## config.mk

```make
export PLATFORM = sky130hd
export DESIGN_NAME = periodic_task_tick_scheduler
export DESIGN_NICKNAME = d
export VERILOG_FILES = /design/src/rtl/pts_pkg.sv /design/src/rtl/periodic_task_tick_scheduler.sv /design/src/rtl/pts_slot_table.sv /design/src/rtl/pts_seq.sv
export SDC_FILE = /design/constraint.sdc
export NUM_CORES = 1
export LEC_CHECK = 0
export ABC_CLOCK_PERIOD_IN_PS = 11000
export BUFFER_PORTS_ARGS = -buffer_cell sky130_fd_sc_hd__buf_2
export CELL_PAD_IN_SITES_DETAIL_PLACEMENT = 1
export CELL_PAD_IN_SITES_GLOBAL_PLACEMENT = 2
export CORE_MARGIN = 5
export CORE_UTILIZATION = 47
export DETAILED_ROUTE_END_ITERATION = 7
export PLACE_DENSITY = 0.82
export SYNTH_ARGS = -nofsm -noshare
export SYNTH_HDL_FRONTEND = slang
export SYNTH_SLANG_ARGS = --single-unit
```

## constraint.sdc

```tcl
create_clock -name clk -period 11 [get_ports clk]
set_clock_uncertainty 0.2 [all_clocks]
set_input_delay 1.1 -clock clk [delete_from_list [all_inputs] [get_ports clk]]
set_output_delay 1.1 -clock clk [all_outputs]
set_load 0.03 [all_outputs]
```

## src/rtl/pts_pkg.sv

```systemverilog
// Shared types and codes of the periodic task tick scheduler.
package pts_pkg;

  // Number of task slots.
  localparam int TASK_SLOTS = 8;
  localparam int SLOT_W     = (TASK_SLOTS > 1) ? $clog2(TASK_SLOTS) : 1;

  // Field widths.
  localparam int OP_W    = 3;
  localparam int INDEX_W = 3;
  localparam int TIME_W  = 16;
  localparam int KIND_W  = 2;
  localparam int STAT_W  = 2;

  // Input operations.
  localparam logic [OP_W-1:0] OP_CREATE  = 3'd0;
  localparam logic [OP_W-1:0] OP_SUSPEND = 3'd1;
  localparam logic [OP_W-1:0] OP_RESUME  = 3'd2;
  localparam logic [OP_W-1:0] OP_DELETE  = 3'd3;
  localparam logic [OP_W-1:0] OP_TICK    = 3'd4;

  // Result kinds.
  localparam logic [KIND_W-1:0] KIND_STATUS = 2'd0;
  localparam logic [KIND_W-1:0] KIND_FIRED  = 2'd1;
  localparam logic [KIND_W-1:0] KIND_IDLE   = 2'd2;

  // Command status codes.
  localparam logic [STAT_W-1:0] STAT_OK         = 2'd0;
  localparam logic [STAT_W-1:0] STAT_IN_USE     = 2'd1;
  localparam logic [STAT_W-1:0] STAT_NO_HANDLER = 2'd2;

  // Table write operations.
  localparam logic [2:0] TW_NONE    = 3'd0;
  localparam logic [2:0] TW_CREATE  = 3'd1;
  localparam logic [2:0] TW_SUSPEND = 3'd2;
  localparam logic [2:0] TW_RESUME  = 3'd3;
  localparam logic [2:0] TW_DELETE  = 3'd4;
  localparam logic [2:0] TW_COUNT   = 3'd5;

  typedef struct packed {
    logic [2:0]        op;
    logic [SLOT_W-1:0] slot;
    logic [TIME_W-1:0] period;
    logic [TIME_W-1:0] count;
  } table_wr_t;

  typedef struct packed {
    logic              present;
    logic              suspended;
    logic [TIME_W-1:0] period;
    logic [TIME_W-1:0] countdown;
  } slot_rd_t;

  typedef struct packed {
    logic               valid;
    logic [KIND_W-1:0]  kind;
    logic [STAT_W-1:0]  status;
    logic [INDEX_W-1:0] fired_task;
    logic               last;
  } emit_t;

endpackage

```

## src/rtl/periodic_task_tick_scheduler.sv

```systemverilog
// Top level of the periodic task tick scheduler with its result register.
//
//   channel  dir  handshake                       payload
//   s_axis   in   s_axis_tvalid / s_axis_tready   tuser op; tdata command fields
//   m_axis   out  m_axis_tvalid / m_axis_tready   tuser kind; tdata status, task; tlast
//
// A command is accepted, then its status is issued; a tick is accepted, then walks
// every slot in turn through the shared decrement unit, then issues the final result.
// Backpressure on m_axis holds the issuing cycle until the result register is free, and
// stalls the walk only when a second firing must push out the held one. rst clears the
// task table's present and suspended bits, the sequencer and the result register's
// valid bit; no clearing pass.
module periodic_task_tick_scheduler (
  input  logic        clk,
  input  logic        rst,
  input  logic        s_axis_tvalid,
  output logic        s_axis_tready,
  input  logic [2:0]  s_axis_tuser,   // op
  input  logic [39:0] s_axis_tdata,   // task_index, period, first_delay, has_handler
  output logic        m_axis_tvalid,
  input  logic        m_axis_tready,
  output logic [1:0]  m_axis_tuser,   // kind
  output logic [7:0]  m_axis_tdata,   // status, fired_task
  output logic        m_axis_tlast
);

  pts_pkg::emit_t                emit;
  pts_pkg::slot_rd_t             rd;
  pts_pkg::table_wr_t            wr;
  logic [pts_pkg::SLOT_W-1:0]    rd_slot;
  logic                          out_free;

  logic [pts_pkg::KIND_W-1:0]    res_kind;
  logic [pts_pkg::STAT_W-1:0]    res_status;
  logic [pts_pkg::INDEX_W-1:0]   res_task;
  logic                          res_last;

  assign out_free = !m_axis_tvalid || m_axis_tready;

  pts_seq u_seq (
    .clk        (clk),
    .rst        (rst),
    .in_valid   (s_axis_tvalid),
    .in_ready   (s_axis_tready),
    .in_op      (s_axis_tuser),
    .in_index   (s_axis_tdata[2:0]),
    .in_period  (s_axis_tdata[18:3]),
    .in_delay   (s_axis_tdata[34:19]),
    .in_handler (s_axis_tdata[35]),
    .out_free   (out_free),
    .emit       (emit),
    .rd_slot    (rd_slot),
    .rd         (rd),
    .wr         (wr)
  );

  pts_slot_table u_table (
    .clk     (clk),
    .rst     (rst),
    .rd_slot (rd_slot),
    .rd      (rd),
    .wr      (wr)
  );

  // Load a new result when issued, otherwise drop the old one once taken.
  always_ff @(posedge clk) begin
    if (rst) begin
      m_axis_tvalid <= 1'b0;
    end else if (emit.valid) begin
      m_axis_tvalid <= 1'b1;
    end else if (m_axis_tready) begin
      m_axis_tvalid <= 1'b0;
    end
  end

  always_ff @(posedge clk) begin
    if (emit.valid) begin
      res_kind   <= emit.kind;
      res_status <= emit.status;
      res_task   <= emit.fired_task;
      res_last   <= emit.last;
    end
  end

  assign m_axis_tuser = res_kind;
  assign m_axis_tdata = {3'b000, res_task, res_status};
  assign m_axis_tlast = res_last;

endmodule

```

## src/rtl/pts_slot_table.sv

```systemverilog
// Task slot table: present and suspended bits, period and countdown per slot.
module pts_slot_table (
  input  logic                              clk,
  input  logic                              rst,
  input  logic [pts_pkg::SLOT_W-1:0]        rd_slot,
  output pts_pkg::slot_rd_t                 rd,
  input  pts_pkg::table_wr_t                wr
);

  logic [pts_pkg::TASK_SLOTS-1:0] present;
  logic [pts_pkg::TASK_SLOTS-1:0] suspended;
  logic [pts_pkg::TIME_W-1:0]     period    [pts_pkg::TASK_SLOTS];
  logic [pts_pkg::TIME_W-1:0]     countdown [pts_pkg::TASK_SLOTS];

  always_ff @(posedge clk) begin
    if (rst) begin
      present   <= '0;
      suspended <= '0;
    end else begin
      case (wr.op)
        pts_pkg::TW_CREATE: begin
          present[wr.slot]   <= 1'b1;
          suspended[wr.slot] <= 1'b0;
        end
        pts_pkg::TW_SUSPEND: suspended[wr.slot] <= 1'b1;
        pts_pkg::TW_RESUME:  suspended[wr.slot] <= 1'b0;
        pts_pkg::TW_DELETE:  present[wr.slot]   <= 1'b0;
        default: ;
      endcase
    end
  end

  // Period and countdown are only seen once create has written them.
  always_ff @(posedge clk) begin
    case (wr.op)
      pts_pkg::TW_CREATE: begin
        period[wr.slot]    <= wr.period;
        countdown[wr.slot] <= wr.count;
      end
      pts_pkg::TW_COUNT: countdown[wr.slot] <= wr.count;
      default: ;
    endcase
  end

  assign rd.present   = present[rd_slot];
  assign rd.suspended = suspended[rd_slot];
  assign rd.period    = period[rd_slot];
  assign rd.countdown = countdown[rd_slot];

endmodule

```

## src/rtl/pts_seq.sv

```systemverilog
// Sequencer: command handling and the slot walk with one shared decrement unit.
module pts_seq (
  input  logic                           clk,
  input  logic                           rst,
  input  logic                           in_valid,
  output logic                           in_ready,
  input  logic [pts_pkg::OP_W-1:0]       in_op,
  input  logic [pts_pkg::INDEX_W-1:0]    in_index,
  input  logic [pts_pkg::TIME_W-1:0]     in_period,
  input  logic [pts_pkg::TIME_W-1:0]     in_delay,
  input  logic                           in_handler,
  input  logic                           out_free,
  output pts_pkg::emit_t                 emit,
  output logic [pts_pkg::SLOT_W-1:0]     rd_slot,
  input  pts_pkg::slot_rd_t              rd,
  output pts_pkg::table_wr_t             wr
);

  localparam logic [1:0] ST_IDLE  = 2'd0;
  localparam logic [1:0] ST_CMD   = 2'd1;
  localparam logic [1:0] ST_WALK  = 2'd2;
  localparam logic [1:0] ST_FLUSH = 2'd3;

  localparam logic [pts_pkg::SLOT_W-1:0] LAST_SLOT =
    pts_pkg::SLOT_W'(pts_pkg::TASK_SLOTS - 1);

  logic [1:0]                    state, state_next;
  logic [pts_pkg::SLOT_W-1:0]    idx, idx_next;
  logic                          pend_valid, pend_valid_next;
  logic [pts_pkg::INDEX_W-1:0]   pend_slot, pend_slot_next;

  logic [pts_pkg::OP_W-1:0]      cmd_op;
  logic [pts_pkg::INDEX_W-1:0]   cmd_index;
  logic [pts_pkg::TIME_W-1:0]    cmd_period;
  logic [pts_pkg::TIME_W-1:0]    cmd_delay;
  logic                          cmd_handler;

  logic                          accept;
  logic                          cmd_in_range;
  logic [pts_pkg::SLOT_W-1:0]    cmd_slot;
  logic                          active;
  logic                          fire;
  logic                          blocked;
  logic [pts_pkg::TIME_W-1:0]    sub_in;
  logic [pts_pkg::TIME_W-1:0]    sub_out;
  logic [pts_pkg::STAT_W-1:0]    cmd_status;

  assign in_ready = (state == ST_IDLE);
  assign accept   = in_valid && in_ready;

  assign cmd_slot     = pts_pkg::SLOT_W'(cmd_index);
  assign cmd_in_range = 32'(cmd_index) < 32'(pts_pkg::TASK_SLOTS);
  assign rd_slot      = (state == ST_WALK) ? idx : cmd_slot;

  // Shared unit: reload to period - 1 on a firing, otherwise count down.
  assign active  = rd.present && !rd.suspended;
  assign fire    = active && (rd.countdown == '0);
  assign sub_in  = fire ? rd.period : rd.countdown;
  assign sub_out = sub_in - pts_pkg::TIME_W'(1);

  // A second firing must push the held one out before it can be taken.
  assign blocked = fire && pend_valid && !out_free;

  always_comb begin
    if (cmd_op == pts_pkg::OP_CREATE && !cmd_handler) begin
      cmd_status = pts_pkg::STAT_NO_HANDLER;
    end else if (cmd_op == pts_pkg::OP_CREATE && (!cmd_in_range || rd.present)) begin
      cmd_status = pts_pkg::STAT_IN_USE;
    end else begin
      cmd_status = pts_pkg::STAT_OK;
    end
  end

  always_comb begin
    state_next      = state;
    idx_next        = idx;
    pend_valid_next = pend_valid;
    pend_slot_next  = pend_slot;
    emit            = '0;
    wr              = '0;
    wr.op           = pts_pkg::TW_NONE;
    wr.slot         = rd_slot;
    wr.period       = cmd_period;
    wr.count        = cmd_delay;
    case (state)
      ST_IDLE: begin
        if (accept) begin
          state_next      = (in_op == pts_pkg::OP_TICK) ? ST_WALK : ST_CMD;
          idx_next        = '0;
          pend_valid_next = 1'b0;
        end
      end
      ST_CMD: begin
        if (out_free) begin
          emit.valid  = 1'b1;
          emit.kind   = pts_pkg::KIND_STATUS;
          emit.status = cmd_status;
          emit.last   = 1'b1;
          if (cmd_in_range) begin
            case (cmd_op)
              pts_pkg::OP_CREATE: begin
                if (cmd_status == pts_pkg::STAT_OK) begin
                  wr.op = pts_pkg::TW_CREATE;
                end
              end
              pts_pkg::OP_SUSPEND: wr.op = pts_pkg::TW_SUSPEND;
              pts_pkg::OP_RESUME:  wr.op = pts_pkg::TW_RESUME;
              pts_pkg::OP_DELETE:  wr.op = pts_pkg::TW_DELETE;
              default:             wr.op = pts_pkg::TW_NONE;
            endcase
          end
          state_next = ST_IDLE;
        end
      end
      ST_WALK: begin
        if (!blocked) begin
          if (active) begin
            wr.op    = pts_pkg::TW_COUNT;
            wr.count = sub_out;
          end
          if (fire) begin
            if (pend_valid) begin
              emit.valid      = 1'b1;
              emit.kind       = pts_pkg::KIND_FIRED;
              emit.fired_task = pend_slot;
            end
            pend_valid_next = 1'b1;
            pend_slot_next  = pts_pkg::INDEX_W'(idx);
          end
          if (idx == LAST_SLOT) begin
            state_next = ST_FLUSH;
          end else begin
            idx_next = idx + pts_pkg::SLOT_W'(1);
          end
        end
      end
      ST_FLUSH: begin
        if (out_free) begin
          emit.valid      = 1'b1;
          emit.kind       = pend_valid ? pts_pkg::KIND_FIRED : pts_pkg::KIND_IDLE;
          emit.fired_task = pend_valid ? pend_slot : '0;
          emit.last       = 1'b1;
          state_next      = ST_IDLE;
        end
      end
      default: state_next = ST_IDLE;
    endcase
  end

  always_ff @(posedge clk) begin
    if (rst) begin
      state      <= ST_IDLE;
      idx        <= '0;
      pend_valid <= 1'b0;
    end else begin
      state      <= state_next;
      idx        <= idx_next;
      pend_valid <= pend_valid_next;
    end
  end

  always_ff @(posedge clk) begin
    pend_slot <= pend_slot_next;
    if (accept) begin
      cmd_op      <= in_op;
      cmd_index   <= in_index;
      cmd_period  <= in_period;
      cmd_delay   <= in_delay;
      cmd_handler <= in_handler;
    end
  end

`ifndef SYNTHESIS
  a_last_ends_item: assert property (@(posedge clk) disable iff (rst)
    emit.valid && emit.last |=> state == ST_IDLE)
    else $error("final result did not return the sequencer to idle");

  a_no_emit_blocked: assert property (@(posedge clk) disable iff (rst)
    emit.valid |-> out_free)
    else $error("result issued while the output register was full");

  a_stall_no_write: assert property (@(posedge clk) disable iff (rst)
    state == ST_WALK && blocked |-> wr.op == pts_pkg::TW_NONE)
    else $error("slot updated during a stalled walk step");

  a_flush_at_end: assert property (@(posedge clk) disable iff (rst)
    state == ST_FLUSH |-> idx == LAST_SLOT)
    else $error("walk ended before the last slot");
`endif

endmodule

```

==> load_flow_metrics.sql, run 1 <==
INSERT INTO impl_metrics (metric_group, metric, value, unit) VALUES
('power_and_ir_drop', 'power_frac_clock', '32.2', '%'),
('sta', 'final-hold-violation-count', '0', ''),
('sta', 'report.final.setup_viol', '0', ''),
('worst_hold_path', 'hp-class', 'reg -> reg', ''),
('placement', 'buffer_ports.inserted', '52', ''),
('critical_path', 'start_kind', 'register', ''),
('logic_synthesis', 'synthCells', '1024', ''),
('global_routing', 'first_global_vias', '9609', ''),
('clock_tree', 'clk_root_buffer_cell', 'clkbuf_16', ''),
('route', 'drcViolationCount', '0', ''),
('route', 'detailroute.via_count', '9252', ''),
('global_routing', 'globalRouteTotalUtil', '23.91', '%'),
('clock_tree', 'htreeDepth', '2', ''),
('cells_and_area', 'post_route_cells_drive_above_1_share', '17.26', '%'),
('global_routing', 'gr-total-overflow', '0', ''),
('run', 'maxCapViolations', '0', ''),
('logic_synthesis', 'yosys-top-cells-count', 'edfxtp_1 (306), nand2_1 (106), o21ai_0 (73)', ''),
('sta', 'achievable-frequency', '142.3', 'MHz'),
('sta', 'finalMaxSlewViolations', '0', ''),
('route', 'drtIter0Drc', '780', ''),
('floorplanning', 'floorplan.rows', '63', ''),
('floorplanning', 'ios', '60', ''),
('floorplanning', 'floorplan.die.width', '182.3', 'um'),
('clock_tree', 'worstSkewPairLatency', '540', 'ps'),
('floorplanning', 'core_region_area', '29480', 'sq um'),
('logic_synthesis', 'synthDominantAreaCellType', 'edfxtp_1', ''),
('sta', 'layout_setup_ws', '3971', 'ps'),
('clock_tree', 'clk_pin_slew_worst_paths', '60', 'ps'),
('critical_path', 'endpoint_kind', 'register', ''),
('status', 'run_status', 'finished clean', ''),
('floorplanning', 'initial_utilization', '47.32', '%'),
('logic_synthesis', 'async_reset_ff_share', '0', '%'),
('logic_synthesis', 'synthesis.area', '13950', 'sq um'),
('logic_synthesis', 'synth_area_leaders', 'edfxtp_1 (66%), dfxtp_1 (3.3%), nand2_1 (2.9%)', ''),
('global_routing', 'grtUsageMet1', '31.70', '%'),
('sta', 'final.min_clock_period', '7029', 'ps'),
('route', 'route.final.wire_length', '40180', 'um'),
('route', 'routed_via_density', '6.135', ''),
('sta', 'maxSlewHeadroom', '25.20', '%'),
('power_and_ir_drop', 'max-vdd-ir-drop', '153.5', 'uV'),
('clock_tree', 'cts.repair_timing.setup_buffer_count', '0', ''),
('sta', 'tightest_slew', '1119', 'ps'),
('sta', 'post-route-period-util', '63.90', '%'),
('route', 'wl_per_cell', '26.64', 'um'),
('placement', 'detailedPlacementHpwl', '25530', 'um'),
('global_routing', 'met3_track_usage_gr', '5.362', '%'),
('cells_and_area', 'nets', '1146', ''),
('clock_tree', 'cts_inserted_buffers', '37', ''),
('power_and_ir_drop', 'power.density', '244.7', 'nW/um^2'),
('cells_and_area', 'num_antenna_cells', '0', ''),
('global_routing', 'global_route_layer_with_the_greatest_usage', 'met2', ''),
('clock_tree', 'cts.hold.buffers_added', '0', ''),
('logic_synthesis', 'register_bit_count_reported_by_yosys', '329', ''),
('power_and_ir_drop', 'p_comb_share', '28.0', '%'),
('sta', 'timing.setup.tns', '0', 'ps'),
('logic_synthesis', 'synth_enable_flop_cells', '306', ''),
('sta', 'unrepaired_setup_endpoints_after_global_routing', 'false', ''),
('power_and_ir_drop', 'power.share.sequential', '39.8', '%'),
('power_and_ir_drop', 'p_sw_share', '33.65', '%'),
('global_routing', 'grt_start_max_net_pins', '63', ''),
('route', 'drt-pass1-iter-count', '5', ''),
('clock_tree', 'clock_tree_from_tritoncts', 'built', ''),
('placement', 'dpl_worst_slack', '4099', 'ps'),
('logic_synthesis', 'synth_top_area_share', '65.87', '%'),
('critical_path', 'cp_data_required_time', '10990', 'ps'),
('logic_synthesis', 'ys.warnings.count', '0', ''),
('logic_synthesis', 'netlist-cell-type-count', '86', ''),
('power_and_ir_drop', 'internal_power', '2.597', 'mW'),
('power_and_ir_drop', 'power_leakage', '5.341', 'nW'),
('floorplanning', 'vertical_die_dimension', '182.3', 'um'),
('global_routing', 'antenna_violations_before_repair', '0', '');
[final cells by class]
cell class | instances | area (sq um) | area share [%]
sequential | 329 | 9649 | 60.33
tap | 390 | 488.0 | 3.051
inverter | 10 | 37.54 | 0.2347
clock buffer | 41 | 972.2 | 6.078
clock inverter | 25 | 272.8 | 1.705
multi-input combinational | 622 | 4023 | 25.15
timing repair buffer | 91 | 553.0 | 3.457
[flip-flops by register name, summed over array words and instances (netlist names), named ones only]
| name | count |
|---|---|
| u_seq.cmd_index | 3 |
| m_axis_tvalid | 1 |
| u_seq.pend_valid | 1 |
| u_seq.idx | 3 |
| m_axis_tlast | 1 |
| u_seq.cmd_op | 3 |
| res_task | 3 |
| u_seq.cmd_period | 16 |
| u_table.period | 128 |
| res_status | 2 |
| u_seq.state | 2 |
| u_seq.cmd_handler | 1 |
| u_seq.pend_slot | 3 |
| u_table.countdown | 128 |
| u_seq.cmd_delay | 16 |
| m_axis_tuser | 2 |
[metal layers]
metal	vias up	wire length [um]
li1	4139	-
met1	4723	16460
met2	323	19870
met4	0	888
met5	-	0
met3	67	2961
[layout by cell type (no fill, tap or decap), drive strengths merged, types with 10 or more instances in the layout]
cell,n
mux2i,31
nand4,17
nand2,106
nor2b,11
clkinv,18
nor2,45
edfxtp,306
buf,91
a22o,23
nor3,15
a21oi,64
nand3,10
dfxtp,23
a22oi,15
clkbuf,41
and2,10
o21ai,75
a211oi,20
nor4,17
inv,11
[critical path, stage by stage, from the launching register on]
cell,delay [ps]
dfxtp_1,340
inv_1,120
ha_1,510
buf_4,390
mux2i_4,280
buf_4,690
mux2i_1,300
o22ai_1,100
nor3_1,470
nand3b_1,300
or4_4,660
nor2_4,300
a21oi_1,100
mux2_2,280
ha_1,230
nand3_1,90
a21oi_1,150
and4_1,270
o31ai_1,830
[path summary, 6_finish.rpt]
path	start	endpoint	slack (ps)	depth (start not counted)
min reg2reg	u_seq.state[0]	u_seq.state[0]	310	2
min	u_seq.state[0]	u_seq.state[0]	310	2
max	u_seq.state[0]	u_table.countdown[7][12]	3970	18
max reg2reg	u_seq.state[0]	u_table.countdown[7][12]	3970	18
[per-stage QoR]
| stage | cells | power, mW | instance area [sq um] | utilization (%) | hold WS, ps |
|---|---|---|---|---|---|
| floorplan | 1026 | 2.269 | 13960 | - | 256.9 |
| global placement | 1442 | 2.645 | 14750 | 50.03 | 285.6 |
| detailed placement | 1442 | 2.670 | 14750 | 50.03 | 298.4 |
| CTS | 1508 | 3.926 | 16000 | 54.26 | 306.9 |
| global route | 1508 | 4.082 | 16000 | 54.26 | 328.4 |
| finish | 1508 | 3.914 | 16000 | 54.26 | 307.9 |
[power by group through the flow]
stage          sequential (mW)  clock [mW]  combinational, mW
2_1_floorplan             1.58           0              0.694
3_3_place_gp              1.58           0               1.07
3_5_place_dp              1.58           0               1.09
4_1_cts                   1.56        1.27               1.09
5_1_grt                   1.57        1.34               1.18
6_report                  1.56        1.26               1.10
[cell families (layout without fill, tap and decap cells)]
family,after synthesis,after routing,synth area share [%]
buf+inv,75,167,2.529
mux,39,39,2.987
compound gates,280,280,13.47
fa+ha+maj,8,8,0.7176
simple gates,283,283,10.53
xor+xnor,9,9,0.5650
flops,329,329,69.17
other cells,1,3,0.02688
(Power assumes the default switching activity.)
==> run 2: changes to the inputs <==
- ABC_CLOCK_PERIOD_IN_PS: 11000 -> 7300
- CORE_UTILIZATION: 47 -> 44
- PLACE_DENSITY: 0.82 -> 0.77
- clock period: 11 -> 7.3 ns (I/O delays scaled with it)
==> run 2 against run 1 <==
Register-to-register slack lost 3200 ps; count of clock-buffer cells in the layout grew 3; routed wire length grew 2.7%; cell count grew 1.9%.
==> load_flow_metrics.sql, run 2 (synthesis results as in run 1) <==
INSERT INTO impl_metrics (metric_group, metric, value, unit) VALUES
('status', 'run_status', 'finished clean', ''),
('critical_path', 'endpoint_kind', 'register', ''),
('floorplanning', 'floorplan.rows', '65', ''),
('global_routing', 'wire_length_of_the_first_global_routing_pass', '61160', 'um'),
('route', 'drcViolationCount', '0', ''),
('critical_path', 'criticalPathCategory', 'reg -> reg', ''),
('placement', 'buffer_ports.inserted', '52', ''),
('clock_tree', 'htreeDepth', '2', ''),
('floorplanning', 'vertical_die_dimension', '188.1', 'um'),
('critical_path', 'start_kind', 'register', ''),
('sta', 'achievable-frequency', '153.7', 'MHz'),
('cells_and_area', 'final_common_cell', 'edfxtp_1', ''),
('critical_path', 'ff2ff_setup_slack', '790', 'ps'),
('power_and_ir_drop', 'max-vdd-ir-drop', '241.1', 'uV'),
('critical_path', 'critical_path.reg2reg.endpoint', 'u_table.countdown[1][8]', ''),
('clock_tree', 'post_cts_repair_resize_count', '0', ''),
('sta', 'final.min_clock_period', '6507', 'ps'),
('sta', 'timing.setup.tns', '0', 'ps'),
('cells_and_area', 'num_antenna_cells', '0', ''),
('cells_and_area', 'largestRegisters', 'u_table.countdown: 128 flops, u_table.period: 128 flops', ''),
('floorplanning', 'core_region_area', '31390', 'sq um'),
('worst_hold_path', 'worstHoldStart', 's_axis_tdata[35]', ''),
('worst_hold_path', 'hp-class', 'in -> reg', ''),
('cells_and_area', 'postLayoutCoreUtil', '51.06', '%'),
('route', 'wl_per_cell', '26.86', 'um'),
('cells_and_area', 'filler_cell_count', '3121', ''),
('global_routing', 'antenna_violations_before_repair', '1', ''),
('critical_path', 'timing.critical_path.arrival', '6500', 'ps'),
('placement', 'detailedPlacementHpwl', '27020', 'um'),
('global_routing', 'gr-total-overflow', '0', ''),
('global_routing', 'grt_start_max_net_pins', '49', ''),
('clock_tree', 'cts.hold.buffers_added', '0', ''),
('clock_tree', 'clock_tree_from_tritoncts', 'built', ''),
('route', 'route.antenna.remaining_nets', '0', ''),
('critical_path', 'cp_data_required_time', '7300', 'ps'),
('critical_path', 'crit_path_end', 'u_table.countdown[1][8]', ''),
('sta', 'report.final.setup_viol', '0', ''),
('route', 'route.final.wire_length', '41260', 'um'),
('route', 'drtIter0Drc', '694', ''),
('sta', 'finalMaxSlewViolations', '0', ''),
('clock_tree', 'clock_sink_count', '329', ''),
('global_routing', 'first_global_vias', '9744', ''),
('clock_tree', 'cts_inserted_buffers', '36', ''),
('clock_tree', 'clk_pin_slew_worst_paths', '60', 'ps'),
('cells_and_area', 'nets', '1162', ''),
('cells_and_area', 'post_route_cells_drive_above_1_share', '17.99', '%'),
('clock_tree', 'worstSkewPairLatency', '530', 'ps'),
('clock_tree', 'cts.repair_timing.setup_buffer_count', '0', ''),
('run', 'maxCapViolations', '0', ''),
('route', 'detailroute.via_count', '9301', ''),
('clock_tree', 'cts-root-to-sink-buffers', '3', ''),
('critical_path', 'crit-reg2reg-launch', 'u_seq.state[0]', ''),
('floorplanning', 'initial_utilization', '44.44', '%'),
('route', 'drt-pass1-iter-count', '5', ''),
('power_and_ir_drop', 'power.density', '363.8', 'nW/um^2'),
('floorplanning', 'ios', '60', ''),
('sta', 'maxSlewHeadroom', '5.810', '%'),
('sta', 'tightest_slew', '1400', 'ps'),
('placement', 'place.gp.congestion', '0.8367', ''),
('clock_tree', 'clk_root_buffer_cell', 'clkbuf_16', ''),
('floorplanning', 'die-area', '35360', 'sq um'),
('cells_and_area', 'multiInputGateArea', '4018', 'sq um'),
('sta', 'unrepaired_setup_endpoints_after_global_routing', 'false', ''),
('cells_and_area', 'layout.area.seq', '9649', 'sq um'),
('sta', 'post-route-period-util', '89.14', '%'),
('cells_and_area', 'layout-area-overhead-vs-synth', '14.90', '%'),
('critical_path', 'setup.worst_path.start', 'u_seq.state[0]', ''),
('critical_path', 'r2r.worst_path.cells', '19', ''),
('cells_and_area', 'most-common-layout-cells', 'edfxtp_1 (306), nand2_1 (106), o21ai_0 (73), a21oi_1 (60), buf_4 (56)', ''),
('route', 'routed_via_density', '6.055', ''),
('floorplanning', 'floorplan.die.width', '188.1', 'um'),
('power_and_ir_drop', 'power_leakage', '5.376', 'nW'),
('sta', 'final-hold-violation-count', '0', ''),
('critical_path', 'cp_max_fanout', '14', ''),
('global_routing', 'globalRouteTotalUtil', '22.98', '%');
## run 2: cell types whose count changed in the layout (fill, tap and decap cells not counted), sizes merged
cell / delta
clkinvlp: -1
buf: +17
bufinv: -2
inv: +1
clkinv: -2
clkbuf: +3
## run 2: layout make-up
type                    count  share of cell area [%]
inverters                  10                  0.2342
clock inverters            21                   1.109
repair buffers            108                   4.247
well taps                 402                   3.138
multi-input cells         622                   25.07
clock buffers              44                   6.003
flip-flops and latches    329                   60.20
## run 2: worst max-delay path: stages (launching register included)
cell and delay, ps:
dfxtp_1 380, inv_1 100, ha_1 320, buf_4 220, and3b_1 320, nor2_1 470
buf_4 290, a21oi_1 70, nor4_2 530, nand4_1 370, or4_4 750, nor2_4 330
a21oi_1 110, mux2_2 290, ha_1 240, nand3_1 80, a21oi_1 150, o21ai_0 180
xnor2_1 90, o21ai_0 660
## run 2: routing by layer
metal / global-route usage (%) / vias up / share of wire (%)
met5: 0 / - / 0
met4: 8.103 / 0 / 3.1
met3: 4.598 / 86 / 6.3
met2: 38.22 / 307 / 48
met1: 30.17 / 4746 / 42
li1: - / 4162 / -
## run 2: power by group
group	internal, mW	switching [mW]
clock network	1.04	0.727
registers	2.27	0.0809
logic	0.526	1.18
total	3.84	1.99
## run 2: how the worst min path moves through the flow
stage          slack (ps)  cells after the start                  end
5_1_grt               150                      1  u_seq.cmd_period[1]
3_3_place_gp          290                      2       u_seq.state[0]
3_5_place_dp          300                      2       u_seq.state[0]
2_1_floorplan         260                      0   u_seq.pend_slot[0]
4_1_cts               150                      1    u_seq.cmd_handler
6_report              170                      1    u_seq.cmd_handler
## run 2: metrics by stage
stage               setup WS (ps)  power [mW]  std cells  area (sq um)  hold WS (ps)
floorplan                    2425       3.420       1026         13960         256.9
global placement            955.9       4.030       1471         14890         287.5
detailed placement          851.9       4.075       1471         14890         295.1
CTS                         809.7       5.850       1536         16030         147.2
global route                371.6       6.086       1536         16030         152.2
finish                      793.1       5.832       1536         16030         173.9
